### config.mk
export PLATFORM = sky130hd
export DESIGN_NAME = binary_glyph_run_length_encoder
export DESIGN_NICKNAME = d
export VERILOG_FILES = /design/src/rtl/bgrle_pkg.sv /design/src/rtl/binary_glyph_run_length_encoder.sv /design/src/rtl/bgrle_front.sv /design/src/rtl/bgrle_cmd_fifo.sv /design/src/rtl/bgrle_back.sv
export SDC_FILE = /design/constraint.sdc
export NUM_CORES = 1
export LEC_CHECK = 0
export ABC_AREA = 1
export ABC_CLOCK_PERIOD_IN_PS = 3800
export BUFFER_PORTS_ARGS = -buffer_cell sky130_fd_sc_hd__buf_2
export CORE_ASPECT_RATIO = 1.25
export CORE_MARGIN = 3
export CORE_UTILIZATION = 60
export CTS_BUF_LIST = sky130_fd_sc_hd__clkbuf_8
export DETAILED_ROUTE_END_ITERATION = 8
export PLACE_DENSITY = 0.88
export SKIP_LAST_GASP = 1
export SLEW_MARGIN = 15
export SYNTH_ARGS = -nofsm -noshare
export SYNTH_HDL_FRONTEND = slang
export SYNTH_SLANG_ARGS = --single-unit
export TNS_END_PERCENT = 30
### constraint.sdc
create_clock -name aclk -period 3.8 [get_ports aclk]
set_clock_uncertainty 0.15 [all_clocks]
set_input_delay 0.95 -clock aclk [delete_from_list [all_inputs] [get_ports aclk]]
set_output_delay 0.95 -clock aclk [all_outputs]
set_load 0.03 [all_outputs]
### src/rtl/bgrle_pkg.sv
package bgrle_pkg;

    localparam int LEN_W   = 8;
    localparam int FIFO_DEPTH = 4;
    localparam int FIFO_AW = $clog2(FIFO_DEPTH);
    localparam int FIFO_CW = $clog2(FIFO_DEPTH + 1);

    localparam logic [LEN_W-1:0] MAX_RUN_RESET = 8'd253;

    // one pixel's worth of output words, up to three
    typedef struct packed {
        logic [1:0]       cnt;    // number of words, 1 to 3
        logic             flush;  // last word closes the glyph
        logic [LEN_W-1:0] len0;
        logic [LEN_W-1:0] len1;
        logic [LEN_W-1:0] len2;
    } cmd_t;

endpackage

### src/rtl/binary_glyph_run_length_encoder.sv
// Run-length encoder for one-bit glyph bitmaps. Pixels enter on s_ in raster order
// (s_tlast on the final pixel) and leave as alternating background/foreground run
// lengths on m_, m_tlast marking the final run of a glyph. A pixel is accepted in any
// cycle while the four-entry command queue between the classifier and the output
// sequencer has room, so the block takes one pixel per clock. Each pixel yields zero to
// three output words; the sequencer sends one word per clock unless m_tready is low,
// through a registered output stage; throughput stays at one pixel per cycle while
// results average one word per pixel or less, and bursts (run splits at max_run,
// glyph ends) are absorbed by the queue. A pixel's first word crosses the command
// queue and the registered output stage to reach m_. max_run resets to 253; the user
// must write it via cfg_we / cfg_wdata while idle; the block does not enforce this.
module binary_glyph_run_length_encoder (
    input  logic       aclk,
    input  logic       aresetn,
    input  logic       cfg_we,
    input  logic [7:0] cfg_wdata,     // max_run
    input  logic       s_tvalid,
    output logic       s_tready,
    input  logic [7:0] s_tdata,       // [0] pixel, [7:1] zero
    input  logic       s_tlast,       // last_pixel
    output logic       m_tvalid,
    input  logic       m_tready,
    output logic [7:0] m_tdata,       // [7:0] run_length
    output logic       m_tlast        // end_of_glyph
);

    logic                cmd_push;
    logic                cmd_full;
    bgrle_pkg::cmd_t     push_cmd;
    bgrle_pkg::cmd_t     head_cmd;
    logic                pix_accept;
    logic                head_valid;
    logic                head_pop;

    assign s_tready   = !cmd_full;
    assign pix_accept = s_tvalid && s_tready;

    bgrle_front u_front (
        .aclk       (aclk),
        .aresetn    (aresetn),
        .cfg_we     (cfg_we),
        .cfg_wdata  (cfg_wdata),
        .pix_accept (pix_accept),
        .pixel      (s_tdata[0]),
        .last_pixel (s_tlast),
        .cmd_push   (cmd_push),
        .cmd        (push_cmd)
    );

    bgrle_cmd_fifo u_fifo (
        .aclk     (aclk),
        .aresetn  (aresetn),
        .push     (cmd_push),
        .wr_cmd   (push_cmd),
        .full     (cmd_full),
        .pop      (head_pop),
        .rd_valid (head_valid),
        .rd_cmd   (head_cmd)
    );

    bgrle_back u_back (
        .aclk      (aclk),
        .aresetn   (aresetn),
        .cmd_valid (head_valid),
        .cmd_head  (head_cmd),
        .cmd_pop   (head_pop),
        .out_valid (m_tvalid),
        .out_len   (m_tdata),
        .out_last  (m_tlast),
        .out_ready (m_tready)
    );

endmodule

### src/rtl/bgrle_front.sv
module bgrle_front (
    input  logic                     aclk,
    input  logic                     aresetn,
    input  logic                     cfg_we,
    input  logic [bgrle_pkg::LEN_W-1:0] cfg_wdata,
    input  logic                     pix_accept,
    input  logic                     pixel,
    input  logic                     last_pixel,
    output logic                     cmd_push,
    output bgrle_pkg::cmd_t          cmd
);

    logic                        in_bg_reg, in_bg_next;
    logic [bgrle_pkg::LEN_W-1:0] run_reg, run_next;
    logic [bgrle_pkg::LEN_W-1:0] max_run_reg;

    logic same;
    logic escape;

    always_comb begin
        same       = (pixel != in_bg_reg);
        escape     = same && (run_reg >= max_run_reg);
        in_bg_next = in_bg_reg;
        run_next   = run_reg;
        cmd        = '0;

        if (same) begin
            if (escape) begin
                cmd.len0 = max_run_reg;
                cmd.len1 = '0;
                cmd.cnt  = 2'd2;
                run_next = bgrle_pkg::LEN_W'(1);
            end else begin
                run_next = run_reg + bgrle_pkg::LEN_W'(1);
            end
        end else begin
            cmd.len0   = run_reg;
            cmd.cnt    = 2'd1;
            in_bg_next = !pixel;
            run_next   = bgrle_pkg::LEN_W'(1);
        end

        if (last_pixel) begin
            cmd.flush = 1'b1;
            case (cmd.cnt)
                2'd0:    cmd.len0 = run_next;
                2'd1:    cmd.len1 = run_next;
                default: cmd.len2 = run_next;
            endcase
            cmd.cnt    = cmd.cnt + 2'd1;
            in_bg_next = 1'b1;
            run_next   = '0;
        end

        cmd_push = pix_accept && (cmd.cnt != 2'd0);
    end

    always_ff @(posedge aclk) begin
        if (!aresetn) begin
            in_bg_reg   <= 1'b1;
            run_reg     <= '0;
            max_run_reg <= bgrle_pkg::MAX_RUN_RESET;
        end else begin
            if (pix_accept) begin
                in_bg_reg <= in_bg_next;
                run_reg   <= run_next;
            end
            if (cfg_we) begin
                max_run_reg <= cfg_wdata;
            end
        end
    end

endmodule

### src/rtl/bgrle_cmd_fifo.sv
module bgrle_cmd_fifo (
    input  logic              aclk,
    input  logic              aresetn,
    input  logic              push,
    input  bgrle_pkg::cmd_t   wr_cmd,
    output logic              full,
    input  logic              pop,
    output logic              rd_valid,
    output bgrle_pkg::cmd_t   rd_cmd
);

    bgrle_pkg::cmd_t mem_reg [bgrle_pkg::FIFO_DEPTH];

    logic [bgrle_pkg::FIFO_AW-1:0] wr_ptr_reg;
    logic [bgrle_pkg::FIFO_AW-1:0] rd_ptr_reg;
    logic [bgrle_pkg::FIFO_CW-1:0] count_reg;

    assign full     = (count_reg == bgrle_pkg::FIFO_CW'(bgrle_pkg::FIFO_DEPTH));
    assign rd_valid = (count_reg != '0);
    assign rd_cmd   = mem_reg[rd_ptr_reg];

    always_ff @(posedge aclk) begin
        if (push) begin
            mem_reg[wr_ptr_reg] <= wr_cmd;
        end
    end

    always_ff @(posedge aclk) begin
        if (!aresetn) begin
            wr_ptr_reg <= '0;
            rd_ptr_reg <= '0;
            count_reg  <= '0;
        end else begin
            if (push) begin
                wr_ptr_reg <= wr_ptr_reg + bgrle_pkg::FIFO_AW'(1);
            end
            if (pop) begin
                rd_ptr_reg <= rd_ptr_reg + bgrle_pkg::FIFO_AW'(1);
            end
            case ({push, pop})
                2'b10:   count_reg <= count_reg + bgrle_pkg::FIFO_CW'(1);
                2'b01:   count_reg <= count_reg - bgrle_pkg::FIFO_CW'(1);
                default: count_reg <= count_reg;
            endcase
        end
    end

    a_no_push_full: assert property (@(posedge aclk) disable iff (!aresetn)
        push |-> !full)
        else $error("command pushed into full queue");

    a_no_pop_empty: assert property (@(posedge aclk) disable iff (!aresetn)
        pop |-> rd_valid)
        else $error("command popped from empty queue");

    a_count_range: assert property (@(posedge aclk) disable iff (!aresetn)
        count_reg <= bgrle_pkg::FIFO_CW'(bgrle_pkg::FIFO_DEPTH))
        else $error("queue count out of range");

    a_ptr_track: assert property (@(posedge aclk) disable iff (!aresetn)
        (count_reg == '0) |-> (wr_ptr_reg == rd_ptr_reg))
        else $error("queue pointers disagree with empty count");

endmodule

### src/rtl/bgrle_back.sv
module bgrle_back (
    input  logic                        aclk,
    input  logic                        aresetn,
    input  logic                        cmd_valid,
    input  bgrle_pkg::cmd_t             cmd_head,
    output logic                        cmd_pop,
    output logic                        out_valid,
    output logic [bgrle_pkg::LEN_W-1:0] out_len,
    output logic                        out_last,
    input  logic                        out_ready
);

    bgrle_pkg::cmd_t cur_reg;
    logic            busy_reg;
    logic [1:0]      idx_reg;
    logic            out_valid_reg;
    logic [bgrle_pkg::LEN_W-1:0] out_len_reg;
    logic            out_last_reg;

    bgrle_pkg::cmd_t src;
    logic [1:0]      idx;
    logic            have;
    logic            load_out;
    logic            final_word;
    logic [bgrle_pkg::LEN_W-1:0] sel_len;

    always_comb begin
        src        = busy_reg ? cur_reg : cmd_head;
        idx        = busy_reg ? idx_reg : 2'd0;
        have       = busy_reg || cmd_valid;
        load_out   = !out_valid_reg || out_ready;
        final_word = (idx == src.cnt - 2'd1);
        case (idx)
            2'd0:    sel_len = src.len0;
            2'd1:    sel_len = src.len1;
            default: sel_len = src.len2;
        endcase
        cmd_pop = load_out && !busy_reg && cmd_valid;
    end

    always_ff @(posedge aclk) begin
        if (!aresetn) begin
            busy_reg      <= 1'b0;
            idx_reg       <= '0;
            out_valid_reg <= 1'b0;
        end else if (load_out) begin
            out_valid_reg <= have;
            if (have) begin
                if (final_word) begin
                    busy_reg <= 1'b0;
                end else begin
                    busy_reg <= 1'b1;
                    idx_reg  <= idx + 2'd1;
                end
            end
        end
    end

    // payload registers
    always_ff @(posedge aclk) begin
        if (load_out && have) begin
            out_len_reg  <= sel_len;
            out_last_reg <= src.flush && final_word;
        end
        if (cmd_pop) begin
            cur_reg <= cmd_head;
        end
    end

    assign out_valid = out_valid_reg;
    assign out_len   = out_len_reg;
    assign out_last  = out_last_reg;

    a_busy_has_more: assert property (@(posedge aclk) disable iff (!aresetn)
        busy_reg |-> (idx_reg != 2'd0) && (idx_reg < cur_reg.cnt))
        else $error("sequencer index past end of command");

    a_pop_starts: assert property (@(posedge aclk) disable iff (!aresetn)
        cmd_pop |-> !busy_reg)
        else $error("new command taken while expanding another");

    a_last_done: assert property (@(posedge aclk) disable iff (!aresetn)
        (load_out && have && src.flush && final_word) |=> !busy_reg)
        else $error("sequencer still busy after glyph end");

endmodule
==> metrics <==
Chip Height=131 um; layout cell share with drive strength beyond 1=13.1%; syn_area_per_cell=11.1 um^2; routed wire length per instance=16.3 um; Clock transition at path regs=90 ps; Final #Nets=801; Worst-Skew Late Latency=460 ps; Initial DRC Count=593; leading area contributor after synthesis=edfxtp_1; multi-input logic area=0.00236 mm^2; area of the core=0.0122 mm^2; HP Class=reg -> reg; compound-gate portion of the synthesized area=11.1%; first-pass GRT wire length=25,300 um; Post-Synth Adder-Cell Area=3.24%; total gr overflow=0; post-synthesis mux area share=0%; worst hold margin=344 ps; Worst Path Arrival=3370 ps; io pins=33; Post-Syn Area=0.00756 mm^2; crit path kind=reg -> reg; top_reg_cell synth=edfxtp_1; starting density of the core=61.9%; post-cts resize count=0; CTS max path bufs=2; Post-Synth XOR/XNOR Area=0.695%; largest net degree at the start of global routing=69; row count=45; # port buffers=25; max reg flops=108; worst setup margin=624 ps; main combinational cell family by area after synthesis=simple AND/OR/NAND/NOR gates; DR DRC count=0; Post-Synthesis Cells=683; FF/Latch Area=0.00493 mm^2; Max FO, Critical Path=9; area share of the largest cell type after synthesis=57.2%; slew margin rel.=47.5%; Antenna Nets Post-Route=0; CP max stage delay=460 ps; TritonCTS clock tree=done; Max Fclk=315 MHz; Avg Vias per Cell=5.58; crit start category=register; unrepaired setup endpoints after global routing=no; CTS Root Cell=clkbuf_8; Distinct cells, synth=39; post-synthesis sequential area ratio=65.2%; Layout area overhead=11.4%; Required @ worst endpoint=4000 ps; Cell Pwr Density=697 mW/mm^2; Die W=106 um; Total GRT Usage=23.3%; max cap viols=0; max-slew violations=0; Antenna Cells=0; initial antenna violation count=0; CTS buffer count=17; synthesis-stage register bit count=174; Final Non-Filler Cells=937; placed wire-length estimate=9340 um; H-tree Lvls=4; drt pass-1 iters=6; Final GP Congestion=0.800; die area=0.0140 mm^2; Via Count=5,227; Async SR Flop Fraction=0%; crit-path cells=ha_1 -> a21oi_1 -> nor2_1 -> nor2_1 -> nand3_2 -> nand2_4 -> nand3_2 -> nand2_1 -> ha_1 -> inv_1 -> fa_1 -> a21oi_1 -> o21ai_0 -> o21ai_0 -> a21oi_1; Worst-Margin Slew=786 ps; Hold Fails Final Rpt=0; synth top area cells=edfxtp_1 57%, dfxtp_1 7.9%, nand2_1 5.5%, inv_1 3.7%, a21oi_1 3.5%; Placed Cells=905; Setup violations, final=0; Max VDD drop=0.523 mV; simple-gate share of the synthesized area=13.3%; most frequent CP cell=a21oi_1; number of enable flip-flop cells after synthesis=144; Post-Route WL=15,300 um; period utilisation layout=83.6%; CP max stage cell=dfxtp_1; Leak Pwr=3.38 nW; status=finished clean; Syn. warnings=0; TNS Setup=0 ps; Core Util, Final=68.9%; fillcell total=796; setup bufs post-CTS=0; Final min period=3180 ps; vias in the first global route=5,400; crit end category=register; # clock sinks=174; hold buffer count at CTS=0; Place WS=254 ps
[cell families after synthesis]
group / count (synthesis)
flops: 174
compound gates: 148
fa+ha+maj: 19
other cells: 1
buf+inv: 112
xor+xnor: 6
simple gates: 223
[where the power goes]
| group | switching (mW) | internal (mW) |
|---|---|---|
| clock | 0.656 | 0.713 |
| combinational | 1.28 | 0.477 |
| sequential | 0.162 | 2.58 |
| total | 2.09 | 3.77 |
[routing by layer]
layer  track usage, %  wire length (um)  up-vias
li1                 -                 -     2451
met5                0                 0        -
met1             25.6              5630     2454
met2             41.5              8080      268
met4             11.7               435        0
met3             5.45              1150       54
[final timing paths]
check | start | end | slack [ps] | cells after the start
max | u_front.run_reg[5]$_SDFFE_PN0P_ | u_fifo.count_reg[2]$_SDFFE_PN0P_ | 620 | 15
min | u_fifo.rd_ptr_reg[0]$_SDFFE_PN0P_ | register | 340 | 1
max reg2reg | u_front.run_reg[5]$_SDFFE_PN0P_ | u_fifo.count_reg[2]$_SDFFE_PN0P_ | 620 | 15
min reg2reg | u_fifo.rd_ptr_reg[0]$_SDFFE_PN0P_ | register | 340 | 1
[per-stage QoR]
stage	total power, mW	instance area (um^2)
final	5.87	8420
after global routing	6.16	8420
after CTS	5.86	8420
after detailed placement	4.45	7990
after global placement	4.33	7990
after floorplan	4.05	7760
[critical path: cells and delay by family, from the launching register on]
family | cells | cell delay, ps
flip-flops | 1 | 460
AND/OR/NAND/NOR | 6 | 870
AO/OA/AOI/OAI | 5 | 620
adder cells (fa/ha/maj) | 3 | 890
buffers and inverters | 1 | 80
[cell usage after synthesis (11+ instances only)]
library cell	instances
o211ai_1	15
dfxtp_1	30
edfxtp_1	144
o21ai_0	47
inv_1	74
a21oi_1	53
nand2_1	111
nand3_1	32
nor2_1	55
ha_1	18
o21ai_1	11
[cell type report]
class / instances / share of cell area [%]
repair buffers: 33 / 2.20
clock inverters: 15 / 2.30
clock buffers: 17 / 2.78
well taps: 164 / 2.44
flip-flops and latches: 174 / 58.5
multi-input cells: 452 / 28.0
inverters: 82 / 3.72
[cell usage in the layout, fill, tap and decap left out, drive strengths merged, types with 2 or more instances in the layout]
| cell | count |
|---|---|
| edfxtp | 144 |
| bufinv | 4 |
| conb | 56 |
| clkinvlp | 2 |
| clkbuf | 17 |
| buf | 33 |
| o21ai | 58 |
| clkinv | 7 |
| nand4 | 2 |
| ha | 18 |
| nand2 | 118 |
| o22ai | 9 |
| nor2 | 57 |
| nand3 | 42 |
| dfxtp | 30 |
| o211ai | 15 |
| a21oi | 59 |
| o221ai | 3 |
| inv | 84 |
| a31oi | 2 |
| xor2 | 6 |
(Power assumes the default switching activity.)
